## config.mk

```make
export PLATFORM = sky130hd
export DESIGN_NAME = tcp_flow_table_with_aging_unit
export DESIGN_NICKNAME = d
export VERILOG_FILES = /design/src/sv/tfta_pkg.sv /design/src/sv/tfta_front.sv /design/src/sv/tfta_divider.sv /design/src/sv/tfta_back.sv /design/src/sv/tcp_flow_table_with_aging_unit.sv
export SDC_FILE = /design/constraint.sdc
export NUM_CORES = 2
export LEC_CHECK = 0
export BUFFER_PORTS_ARGS = -buffer_cell sky130_fd_sc_hd__buf_2
export CAP_MARGIN = 20
export CORE_MARGIN = 3
export CORE_UTILIZATION = 25
export CTS_CLUSTER_SIZE = 25
export DETAILED_ROUTE_END_ITERATION = 12
export GPL_ROUTABILITY_DRIVEN = 1
export PLACE_DENSITY_LB_ADDON = 0.15
export SLEW_MARGIN = 25
export SYNTH_ARGS = -nofsm -noshare
export SYNTH_HDL_FRONTEND = slang
export SYNTH_HIERARCHICAL = 1
export SYNTH_SLANG_ARGS = --single-unit
```

## constraint.sdc

```tcl
create_clock -name i_clk -period 13.76 [get_ports i_clk]
set_input_delay 2.752 -clock i_clk [delete_from_list [all_inputs] [get_ports i_clk]]
set_output_delay 2.752 -clock i_clk [all_outputs]
set_load 0.02 [all_outputs]
```

## src/sv/tfta_pkg.sv

```systemverilog
// Package for the TCP flow table with aging.
// Shared types, codes and constants; no dependencies.
package tfta_pkg;

    localparam int TableDepthDefault = 16;
    localparam logic [7:0] TcpProtocol = 8'd6;
    localparam logic [31:0] TimeoutReset = 32'd1800;

    typedef enum logic [1:0] {
        OP_PACKET = 2'd0,
        OP_SCAN   = 2'd1,
        OP_FLUSH  = 2'd2,
        OP_NONE   = 2'd3
    } t_opcode;

    typedef enum logic [2:0] {
        RK_HIT     = 3'd0,
        RK_NEW     = 3'd1,
        RK_DROPPED = 3'd2,
        RK_IGNORED = 3'd3,
        RK_EVICTED = 3'd4,
        RK_DONE    = 3'd5
    } t_kind;

    typedef enum logic [1:0] {
        CMD_PACKET  = 2'd0,
        CMD_SCAN    = 2'd1,
        CMD_FLUSH   = 2'd2,
        CMD_IGNORED = 2'd3
    } t_cmd;

    typedef struct packed {
        t_cmd        cmd;
        logic [31:0] sip;
        logic [31:0] dip;
        logic [15:0] sport;
        logic [15:0] dport;
        logic [15:0] len;
        logic [31:0] now;
    } t_item;

endpackage

```

## src/sv/tfta_front.sv

```systemverilog
// Front end: takes command items, classifies them, holds a two-entry queue.
// Depends on tfta_pkg.
module tfta_front (
    input  logic            i_clk,
    input  logic            i_rst_n,
    input  logic            i_start,
    output logic            o_busy,
    input  logic [1:0]      i_opcode,
    input  logic [7:0]      i_protocol,
    input  logic [31:0]     i_source_ip,
    input  logic [31:0]     i_dest_ip,
    input  logic [15:0]     i_source_port,
    input  logic [15:0]     i_dest_port,
    input  logic [15:0]     i_payload_length,
    input  logic [31:0]     i_now_seconds,
    output logic            o_q_valid,
    output tfta_pkg::t_item o_q_item,
    input  logic            i_q_pop
);
    tfta_pkg::t_item r_q [2];
    logic            r_rd, r_wr;
    logic [1:0]      r_cnt;
    tfta_pkg::t_item w_item;
    logic            w_push;

    always_comb begin
        w_item.sip   = i_source_ip;
        w_item.dip   = i_dest_ip;
        w_item.sport = i_source_port;
        w_item.dport = i_dest_port;
        w_item.len   = i_payload_length;
        w_item.now   = i_now_seconds;
        unique case (tfta_pkg::t_opcode'(i_opcode))
            tfta_pkg::OP_SCAN:  w_item.cmd = tfta_pkg::CMD_SCAN;
            tfta_pkg::OP_FLUSH: w_item.cmd = tfta_pkg::CMD_FLUSH;
            tfta_pkg::OP_PACKET:
                w_item.cmd = (i_protocol == tfta_pkg::TcpProtocol) ?
                             tfta_pkg::CMD_PACKET : tfta_pkg::CMD_IGNORED;
            default: w_item.cmd = tfta_pkg::CMD_IGNORED;
        endcase
    end

    assign o_busy    = (r_cnt == 2'd2);
    assign w_push    = i_start && !o_busy;
    assign o_q_valid = (r_cnt != 2'd0);
    assign o_q_item  = r_q[r_rd];

    always_ff @(posedge i_clk) begin
        if (w_push) r_q[r_wr] <= w_item;
        if (!i_rst_n) begin
            r_rd  <= 1'b0;
            r_wr  <= 1'b0;
            r_cnt <= 2'd0;
        end else begin
            if (w_push) r_wr <= ~r_wr;
            if (i_q_pop) r_rd <= ~r_rd;
            r_cnt <= r_cnt + 2'(w_push) - 2'(i_q_pop);
        end
    end
endmodule

```

## src/sv/tfta_divider.sv

```systemverilog
// Iterative 32 by 16 unsigned divider, one quotient bit a cycle.
// No dependencies.
module tfta_divider (
    input  logic        i_clk,
    input  logic        i_rst_n,
    input  logic        i_go,
    input  logic [31:0] i_num,
    input  logic [15:0] i_den,
    output logic        o_done,
    output logic [31:0] o_quot
);
    logic [31:0] r_q;
    logic [16:0] r_rem;
    logic [15:0] r_den;
    logic [5:0]  r_cnt;
    logic        r_run;
    logic [16:0] w_sh;
    logic [16:0] w_sub;

    assign w_sh   = {r_rem[15:0], r_q[31]};
    assign w_sub  = w_sh - {1'b0, r_den};
    assign o_quot = r_q;

    always_ff @(posedge i_clk) begin
        if (i_go) begin
            r_q   <= i_num;
            r_rem <= 17'd0;
            r_den <= i_den;
        end else if (r_run) begin
            r_q <= {r_q[30:0], !w_sub[16]};
            r_rem <= w_sub[16] ? w_sh : w_sub;
        end
        if (!i_rst_n) begin
            r_run  <= 1'b0;
            r_cnt  <= 6'd0;
            o_done <= 1'b0;
        end else begin
            o_done <= 1'b0;
            if (i_go) begin
                r_run <= 1'b1;
                r_cnt <= 6'd0;
            end else if (r_run) begin
                r_cnt <= r_cnt + 6'd1;
                if (r_cnt == 6'd31) begin
                    r_run  <= 1'b0;
                    o_done <= 1'b1;
                end
            end
        end
    end
endmodule

```

## src/sv/tfta_back.sv

```systemverilog
// Back end: flow table, slot walks for match, aging and flush, result output.
// Depends on tfta_pkg and tfta_divider.
module tfta_back #(
    parameter int TABLE_DEPTH = tfta_pkg::TableDepthDefault,
    localparam int IW = (TABLE_DEPTH > 1) ? $clog2(TABLE_DEPTH) : 1
) (
    input  logic            i_clk,
    input  logic            i_rst_n,
    input  logic [31:0]     i_timeout,
    input  logic            i_q_valid,
    input  tfta_pkg::t_item i_q_item,
    output logic            o_q_pop,
    output logic            o_strobe,
    output logic [2:0]      o_result_kind,
    output logic [5:0]      o_slot_index,
    output logic [31:0]     o_flow_source_ip,
    output logic [31:0]     o_flow_dest_ip,
    output logic [15:0]     o_flow_source_port,
    output logic [15:0]     o_flow_dest_port,
    output logic [15:0]     o_packet_count,
    output logic [31:0]     o_byte_total,
    output logic [15:0]     o_average_length,
    output logic [31:0]     o_first_seen,
    output logic [31:0]     o_last_seen,
    output logic            o_last
);
    typedef enum logic [2:0] {
        S_IDLE, S_MATCH, S_AGE, S_WALK, S_DIV, S_PLAIN
    } t_state;

    t_state            r_state;
    tfta_pkg::t_item   r_it;
    logic [TABLE_DEPTH-1:0] r_valid;
    logic [31:0] r_sip   [TABLE_DEPTH];
    logic [31:0] r_dip   [TABLE_DEPTH];
    logic [15:0] r_sport [TABLE_DEPTH];
    logic [15:0] r_dport [TABLE_DEPTH];
    logic [31:0] r_first [TABLE_DEPTH];
    logic [31:0] r_lastt [TABLE_DEPTH];
    logic [15:0] r_pkts  [TABLE_DEPTH];
    logic [31:0] r_bytes [TABLE_DEPTH];

    logic [IW:0]   r_idx;
    logic [IW-1:0] r_slot;
    logic [2:0]    r_kind;
    logic          r_fin;
    logic          r_div_go;
    logic          w_done;
    logic [31:0]   w_quot;
    logic [IW-1:0] w_i;
    logic          w_hit, w_aged, w_free_any;
    logic [IW-1:0] w_free;
    logic [31:0]   w_room;

    assign w_i = r_idx[IW-1:0];
    assign w_hit = r_valid[w_i] &&
        ((r_sip[w_i] == r_it.sip && r_dip[w_i] == r_it.dip &&
          r_sport[w_i] == r_it.sport && r_dport[w_i] == r_it.dport) ||
         (r_sip[w_i] == r_it.dip && r_dip[w_i] == r_it.sip &&
          r_sport[w_i] == r_it.dport && r_dport[w_i] == r_it.sport));
    assign w_aged = r_it.now >= r_lastt[w_i] &&
                    (r_it.now - r_lastt[w_i]) >= i_timeout;
    assign w_room = 32'hFFFF_FFFF - r_bytes[w_i];

    always_comb begin
        w_free_any = 1'b0;
        w_free = '0;
        for (int k = TABLE_DEPTH - 1; k >= 0; k--) begin
            if (!r_valid[k]) begin
                w_free_any = 1'b1;
                w_free = IW'(k);
            end
        end
    end

    tfta_divider u_div (
        .i_clk  (i_clk),
        .i_rst_n(i_rst_n),
        .i_go   (r_div_go),
        .i_num  (r_bytes[r_slot]),
        .i_den  (r_pkts[r_slot]),
        .o_done (w_done),
        .o_quot (w_quot)
    );

    assign o_q_pop = (r_state == S_IDLE) && i_q_valid;

    always_ff @(posedge i_clk) begin
        if (!i_rst_n) begin
            r_state  <= S_IDLE;
            r_valid  <= '0;
            o_strobe <= 1'b0;
            r_div_go <= 1'b0;
        end else begin
            o_strobe <= 1'b0;
            r_div_go <= 1'b0;
            unique case (r_state)
                S_IDLE: begin
                    if (i_q_valid) begin
                        r_it  <= i_q_item;
                        r_idx <= '0;
                        unique case (i_q_item.cmd)
                            tfta_pkg::CMD_PACKET: r_state <= S_MATCH;
                            tfta_pkg::CMD_SCAN, tfta_pkg::CMD_FLUSH: r_state <= S_WALK;
                            default: begin
                                r_kind  <= tfta_pkg::RK_IGNORED;
                                r_state <= S_PLAIN;
                            end
                        endcase
                    end
                end
                S_MATCH: begin
                    if (w_hit) begin
                        r_lastt[w_i] <= r_it.now;
                        if (r_pkts[w_i] != 16'hFFFF) r_pkts[w_i] <= r_pkts[w_i] + 16'd1;
                        r_bytes[w_i] <= ({16'd0, r_it.len} > w_room) ? 32'hFFFF_FFFF :
                                        r_bytes[w_i] + {16'd0, r_it.len};
                        r_slot   <= w_i;
                        r_kind   <= tfta_pkg::RK_HIT;
                        r_fin    <= 1'b1;
                        r_div_go <= 1'b1;
                        r_state  <= S_DIV;
                    end else if (r_idx == (IW+1)'(TABLE_DEPTH - 1)) begin
                        if (w_free_any) r_state <= S_AGE;
                        else begin
                            r_idx   <= '0;
                            r_state <= S_WALK;
                        end
                    end else r_idx <= r_idx + (IW+1)'(1);
                end
                S_AGE: begin
                    if (w_free_any) begin
                        r_valid[w_free] <= 1'b1;
                        r_sip[w_free]   <= r_it.sip;
                        r_dip[w_free]   <= r_it.dip;
                        r_sport[w_free] <= r_it.sport;
                        r_dport[w_free] <= r_it.dport;
                        r_first[w_free] <= r_it.now;
                        r_lastt[w_free] <= r_it.now;
                        r_pkts[w_free]  <= 16'd1;
                        r_bytes[w_free] <= {16'd0, r_it.len};
                        r_slot   <= w_free;
                        r_kind   <= tfta_pkg::RK_NEW;
                        r_fin    <= 1'b1;
                        r_div_go <= 1'b1;
                        r_state  <= S_DIV;
                    end else begin
                        r_kind  <= tfta_pkg::RK_DROPPED;
                        r_state <= S_PLAIN;
                    end
                end
                S_WALK: begin
                    if (r_idx == (IW+1)'(TABLE_DEPTH)) begin
                        if (r_it.cmd == tfta_pkg::CMD_PACKET) r_state <= S_AGE;
                        else begin
                            r_kind  <= tfta_pkg::RK_DONE;
                            r_state <= S_PLAIN;
                        end
                    end else begin
                        r_idx <= r_idx + (IW+1)'(1);
                        if (r_valid[w_i] &&
                            (r_it.cmd == tfta_pkg::CMD_FLUSH || w_aged)) begin
                            r_valid[w_i] <= 1'b0;
                            r_slot   <= w_i;
                            r_kind   <= tfta_pkg::RK_EVICTED;
                            r_fin    <= 1'b0;
                            r_div_go <= 1'b1;
                            r_state  <= S_DIV;
                        end
                    end
                end
                S_DIV: begin
                    if (w_done) begin
                        o_strobe           <= 1'b1;
                        o_result_kind      <= r_kind;
                        o_slot_index       <= 6'(r_slot);
                        o_flow_source_ip   <= r_sip[r_slot];
                        o_flow_dest_ip     <= r_dip[r_slot];
                        o_flow_source_port <= r_sport[r_slot];
                        o_flow_dest_port   <= r_dport[r_slot];
                        o_packet_count     <= r_pkts[r_slot];
                        o_byte_total       <= r_bytes[r_slot];
                        o_average_length   <= (w_quot[31:16] != 16'd0) ? 16'hFFFF
                                                                       : w_quot[15:0];
                        o_first_seen       <= r_first[r_slot];
                        o_last_seen        <= r_lastt[r_slot];
                        o_last             <= r_fin;
                        r_state            <= r_fin ? S_IDLE : S_WALK;
                    end
                end
                S_PLAIN: begin
                    o_strobe           <= 1'b1;
                    o_result_kind      <= r_kind;
                    o_slot_index       <= '0;
                    o_flow_source_ip   <= '0;
                    o_flow_dest_ip     <= '0;
                    o_flow_source_port <= '0;
                    o_flow_dest_port   <= '0;
                    o_packet_count     <= '0;
                    o_byte_total       <= '0;
                    o_average_length   <= '0;
                    o_first_seen       <= '0;
                    o_last_seen        <= '0;
                    o_last             <= 1'b1;
                    r_state            <= S_IDLE;
                end
                default: r_state <= S_IDLE;
            endcase
        end
    end
endmodule

```

## src/sv/tcp_flow_table_with_aging_unit.sv

```systemverilog
// Top level of the TCP flow table with aging.
// Depends on tfta_pkg, tfta_front, tfta_back.
//
// Items go into a two-deep queue; busy rises only when the queue is full.
// The back end walks the table one slot a cycle, pausing for the divider after each
// eviction: a packet is matched against the slots in turn until a hit, plus a
// further walk when the table is full; each hit, new flow or eviction result waits
// on a serial divider for the average length. Results appear for one cycle on
// o_strobe and cannot be held off.
module tcp_flow_table_with_aging_unit #(
    parameter int TABLE_DEPTH = tfta_pkg::TableDepthDefault
) (
    input  logic        i_clk,
    input  logic        i_rst_n,
    input  logic        start,
    output logic        busy,
    input  logic [1:0]  i_opcode,
    input  logic [7:0]  i_protocol,
    input  logic [31:0] i_source_ip,
    input  logic [31:0] i_dest_ip,
    input  logic [15:0] i_source_port,
    input  logic [15:0] i_dest_port,
    input  logic [15:0] i_payload_length,
    input  logic [31:0] i_now_seconds,
    input  logic        i_cfg_valid,
    output logic        o_cfg_ready,
    input  logic [31:0] i_cfg_data,
    output logic        o_strobe,
    output logic [2:0]  o_result_kind,
    output logic [5:0]  o_slot_index,
    output logic [31:0] o_flow_source_ip,
    output logic [31:0] o_flow_dest_ip,
    output logic [15:0] o_flow_source_port,
    output logic [15:0] o_flow_dest_port,
    output logic [15:0] o_packet_count,
    output logic [31:0] o_byte_total,
    output logic [15:0] o_average_length,
    output logic [31:0] o_first_seen,
    output logic [31:0] o_last_seen,
    output logic        o_last
);
    logic            w_q_valid, w_q_pop;
    tfta_pkg::t_item w_q_item;
    logic [31:0]     r_timeout;

    assign o_cfg_ready = 1'b1;

    always_ff @(posedge i_clk) begin
        if (!i_rst_n) r_timeout <= tfta_pkg::TimeoutReset;
        else if (i_cfg_valid) r_timeout <= i_cfg_data;
    end

    tfta_front u_front (
        .i_clk(i_clk), .i_rst_n(i_rst_n), .i_start(start), .o_busy(busy),
        .i_opcode(i_opcode), .i_protocol(i_protocol),
        .i_source_ip(i_source_ip), .i_dest_ip(i_dest_ip),
        .i_source_port(i_source_port), .i_dest_port(i_dest_port),
        .i_payload_length(i_payload_length), .i_now_seconds(i_now_seconds),
        .o_q_valid(w_q_valid), .o_q_item(w_q_item), .i_q_pop(w_q_pop)
    );

    tfta_back #(.TABLE_DEPTH(TABLE_DEPTH)) u_back (
        .i_clk(i_clk), .i_rst_n(i_rst_n), .i_timeout(r_timeout),
        .i_q_valid(w_q_valid), .i_q_item(w_q_item), .o_q_pop(w_q_pop),
        .o_strobe(o_strobe), .o_result_kind(o_result_kind),
        .o_slot_index(o_slot_index), .o_flow_source_ip(o_flow_source_ip),
        .o_flow_dest_ip(o_flow_dest_ip), .o_flow_source_port(o_flow_source_port),
        .o_flow_dest_port(o_flow_dest_port), .o_packet_count(o_packet_count),
        .o_byte_total(o_byte_total), .o_average_length(o_average_length),
        .o_first_seen(o_first_seen), .o_last_seen(o_last_seen), .o_last(o_last)
    );
endmodule
```

# --- Yosys cells after proc, flatten, opt, wreduce, memory -nomap -nowiden ---
# Memory sizes are Yosys's and may differ from the RTL's. A register that Yosys moved wholly into a read port is not among the register bits.
# Index checks and enable logic that the tools add are counted.
# Widths: inputs -> output; s select.
totals:
  reg_bits: 522
  output_inout_bits: 237
  elab_cells: 306
  mem_bits_rw: 3620
  mem_count: 9
classes:
  n_eq_ne: 36
  add_sub_neg: 9
  bitwise_logic: 7
  n_lt_le_gt_ge: 7
  n_reduce_logical: 43
  muxes: 158
memory_table:
  columns: ["memory", "words", "width", "read_ports", "rd_clocked_by_memory_dff", "write_ports", "line_no", "source"]
  rows:
  - ["u_back.r_bytes", 16, 32, 2, 2, 1, "tfta_back.sv:41", "logic [31:0] r_bytes [TABLE_DEPTH];"]
  - ["u_back.r_dip", 16, 32, 2, 2, 1, "tfta_back.sv:35", "logic [31:0] r_dip [TABLE_DEPTH];"]
  - ["u_back.r_first", 16, 32, 1, 1, 1, "tfta_back.sv:38", "logic [31:0] r_first [TABLE_DEPTH];"]
  - ["u_back.r_lastt", 16, 32, 2, 2, 1, "tfta_back.sv:39", "logic [31:0] r_lastt [TABLE_DEPTH];"]
  - ["u_back.r_sip", 16, 32, 2, 2, 1, "tfta_back.sv:34", "logic [31:0] r_sip [TABLE_DEPTH];"]
  - ["u_front.r_q", 2, 146, 1, 1, 1, "tfta_front.sv:20", "tfta_pkg::t_item r_q [2];"]
  - ["3 more memories", null, null, null, null, null, null, null]
op_table:
  columns: ["cell", "count"]
  rows:
  - ["$mux 32", 10]
  - ["$pmux 32 s2", 5]
  - ["$mux 16", 10]
  - ["$pmux 16 s2", 5]
  - ["$mux 4", 38]
  - ["$eq 32x32->1", 4]
  - ["$eq 16x16->1", 4]
  - ["$ge 32x32->1", 2]
  - ["$reduce_or 32->1", 2]
  - ["$mux 1", 53]
  - ["$mux 3", 13]
  - ["$add 32x16->32", 1]
  - ["$gt 16x32->1", 1]
  - ["$sub 32x32->32", 1]
  - ["$sub 32x32->32 const A", 1]
  - ["$mux 5", 5]
  - ["$sub 17x16->17", 1]
  - ["$add 16x1->16 const B", 1]
  - ["$and 16x16->16", 1]
  - ["$ne 16x16->1 const B", 1]
  - ["$not 16->16", 1]
  - ["$or 16x16->16", 1]
  - ["$reduce_bool 16->1", 1]
  - ["$reduce_or 16->1", 1]
  - ["other kinds (47)", 97]

# --- Logic depth before layout (Yosys ltp) ---
logic_depth:
  word_depth: 23
  ltp_mapped: 40

# --- Hierarchy ---
# Netlist, hierarchy kept.
modules_own_cells:
  columns: ["mod", "n_inst", "area_per_inst_um2", "cells_each"]
  rows:
  - ["tfta_back", 1, 170885.1, 8516]
  - ["tfta_front", 1, 10820.4, 486]
  - ["tfta_divider", 1, 3749.8, 325]
  - ["tcp_flow_table_with_aging_unit", 1, 1244.9, 105]

# --- Least setup slack after synthesis ---
# Ideal clock, no wire load.
synth_timing:
  kind: "input-to-reg"
  startpoint: "input port i_rst_n"
  endpoint: "register u_back.o_average_length[0], enable pin"
  required_time_ns: 12.931
  path_buffers: 2
  slack_ns: -0.085
  t_arrival_ns: 13.016
  cell_stages: 4
  path_cell_list: "clkbuf_1 > buf_1 > nand2_1 > nor2_1"
synth_between:
  elab_chain_cells: 1
synth_rtl:
  columns: ["item", "line_no", "source"]
  rows:
  - ["from (decl)", "tcp_flow_table_with_aging_unit.sv:14", "input logic i_rst_n,"]
  - ["$reduce_and 3->1 (no source line)", null, null]
  - ["to (signal assigned)", "tfta_back.sv:183", "o_average_length <= (w_quot[31:16] != 16'd0) ? 16'hFFFF"]
  - ["to (decl)", "tfta_back.sv:22", "output logic [15:0] o_average_length,"]
# Every way passes these cells.
# A chain may end at the register's enable or synchronous reset.

==> impl_results.md <==
- Layout cell share with drive strength beyond 1: 0.321
- Ys Warns: 6
- Top layer in use: met5
- CP Data Required Time: 14.44 ns
- Seq cells post-synth: 4149
- Final period utilization: 0.662
- Syn_area_per_cell: 19.8 sq um
- Dpl hpwl: 437000 microns
- Post-synthesis xor/xnor area fraction: 0.0129
- Fmax: 110 MHz
- Post-Synthesis Cells: 9432
- Worst hold path type: reg2reg
- Fin nets: 10400
- Crit path cell chain: buf_12, buf_4, buf_4, mux4_2, mux2i_1, mux2i_1, xnor2_1, nand4_1, a211oi_1, nand4_1, nor4_4, o21ai_2, a21oi_1, and2_4, buf_4
- Initial antenna violation count: 76
- Number of nets with antenna violations after routing: 0
- Worst Setup End Kind: flip-flop
- CTS root buf: clkbuf_16
- Post-Synth Simple-Gate Area: 0.0301
- PwrDens: 214 mW/mm^2
- Worst-Margin Slew: 1.23 ns
- Vias per cell: 5.03
- RSZ-0062 raised after global routing: no
- Clk Latency, worst-skew pair: 1.10 ns
- WHS: 0.482 ns
- FF+latch area: 0.124 sq mm
- Setup violators final: 0
- Final wirelength: 691000 microns
- CP Max Fanout: 53
- DR WL met2: 339000 microns
- Data arrival, critical path: 9.79 ns
- Status: finished, final reports clean
- Mapped Area: 0.187 sq mm
- Hold buffer count at CTS: 0
- Post-CTS resize count: 0
- First-pass GRT wire length: 939000 microns
- Core ar.: 0.743 sq mm
- Initial Util: 0.251
- CTS tree: built
- Ports: 427
- Top FF cell, synth: edfxtp_1
- Main combinational cell family by area after synthesis: multiplexers
- Filler cell count: 72700
- Die width: 870 microns
- Grt ovf: 0
- Postcts setup bufs: 0
- CP max stage delay: 0.84 ns
- Clock skew: 0.0980 ns
- Number of global-route vias before repair: 107000
- Async SR Flop Fraction: 0
- GRT Util Overall: 0.176
- DRC violations left: 0
- Compound-Gate Fraction of Synth Area: 0.0274
- CP most frequent cell: buf_4
- Worst vdd ir: 0.000155 V
- Final Max Slew Viols: 0
- Final Hold Fails: 0
- Area Growth Syn to Fin: 16.7%
- WL/cell: 33.8 microns
- Max transition margin: 0.182
- Port bufs: 423
- Clk slew on worst S/H paths: 0.06 ns
- GPL Wtd Cong: 0.905
- Crit path time final: 9.11 ns
- Via count: 103000
- Crit path kind: reg2reg
- Area of the multi-input gates: 0.0599 sq mm
- Lkg Pwr: 0.0685 uW
- CP startpoint kind: flip-flop
- Die height: 870 microns
- Mux contribution to synthesized area: 0.240
- Master of the slowest instance on the critical path: buf_4
- Max-cap violations: 0
- Sum Neg Setup Slack: 0 ns
- Post-synthesis sequential area ratio: 0.662
- Finished Core Util: 0.293
- Yosys cell types: 102
- Post-synth EDFFs: 4059
- Clk sinks: 4149
- Commonest non-fill, non-tap cell in the layout: edfxtp_1
- Drt first pass iters: 6
- Largest net degree at the start of global routing: 147
- Max Root-Sink Buffers: 4
- Most frequent cells in the layout: edfxtp_1 (4059), mux4_2 (1694), clkbuf_16 (481), buf_2 (421), mux2i_1 (404)
- DRT iter0 DRCs: 11000
- Adder-cell share of the synthesized area: 0.00763
- Row count: 316
- Total CTS buffers: 479
- M1 WL: 295000 microns
- Full die area: 0.757 sq mm
- Met3 Routed Length: 36800 microns
- Number of H-tree levels: 5
routing by layer:
layer | vias to the layer above | track usage
met5 | - | 0
met2 | 3844 | 0.300
met4 | 8 | 0.0452
li1 | 41200 | -
met3 | 897 | 0.0236
met1 | 56800 | 0.239
per-stage QoR:
stage	power, uW	worst slack, ns	instance area (sq um)	std cells
finish	46700	4.65	218000	20400
global route	48700	4.31	218000	20400
CTS	47300	4.58	217000	20400
detailed placement	34500	4.60	202000	19500
global placement	34300	4.18	202000	19500
floorplan	27200	3.84	187000	9433
kinds of logic (layout without fill, tap and decap cells):
family,after synthesis,after routing
buffers and inverters,759,1854
AO/OA/AOI/OAI,736,736
multiplexers,2335,2335
other,2,41
AND/OR/NAND/NOR,1065,1065
flip-flops,4149,4149
adder cells (fa/ha/maj),112,112
XOR/XNOR,274,274
cells in the mapped netlist (46+ instances only):
cell type,n,share of area
dfxtp_1,90,0.0097
nor3_1,53,0.0014
nor2b_1,280,0.0094
mux2_2,76,0.0046
mux2i_1,413,0.022
o22ai_1,76,0.0025
edfxtp_1,4059,0.65
mux4_2,1694,0.20
nor2_1,216,0.0043
a21oi_1,125,0.0034
buf_4,64,0.0026
xor2_1,106,0.0050
nand3_1,69,0.0018
mux2_1,146,0.0088
buf_2,86,0.0023
inv_1,167,0.0034
a22oi_1,60,0.0024
a31oi_1,46,0.0015
xnor2_1,167,0.0078
nand4_1,51,0.0017
clkbuf_1,270,0.0054
buf_1,127,0.0026
and2_1,56,0.0019
o21ai_0,105,0.0028
ha_1,109,0.0073
nand2_1,186,0.0037
flip-flops by register name (all words and copies together), names as in the netlist, 146 cells and up, named ones only:
register and cells:
u_back/r_dip 512, u_back/r_bytes 512, u_back/r_pkts 256, u_back/r_dport 256
u_back/r_it 146, u_back/r_sport 256, u_back/r_first 512, u_back/r_sip 512
u_front/r_q 292, u_back/r_lastt 512
worst max-delay path, delay by kind of cell, from the launching register on:
family / cells / cell delay (ns)
buffers and inverters: 4 / 2.78
and+or+nand+nor: 4 / 1.92
muxes: 3 / 1.37
AOI/OAI and AO/OA: 3 / 1.24
DFF: 1 / 0.73
xor gates and xnor gates: 1 / 0.18
layout make-up:
type                       count  area share
clock inverter               288      0.0133
multi-input combinational   4525       0.275
inverter                     168     0.00302
antenna                       38    0.000437
timing repair buffer         813      0.0263
sequential                  4149       0.568
clock buffer                 585      0.0573
tap                         9858      0.0566
power by group:
part / total (uW) / internal (uW) / switching, uW
clock network: 12600 / 7210 / 5400
logic: 17500 / 6470 / 11000
registers: 16500 / 16000 / 509
total: 46700 / 29700 / 16900
path summary, 6_finish.rpt:
check,start,endpoint,slack [ns],depth (start not counted)
max,flip-flop,u_back/r_bytes[12][21],4.65,15
min,u_front/r_rd,flip-flop,0.48,2
max reg2reg,flip-flop,u_back/r_bytes[12][21],4.65,15
min reg2reg,u_front/r_rd,flip-flop,0.48,2
(Power assumes the default switching activity.)
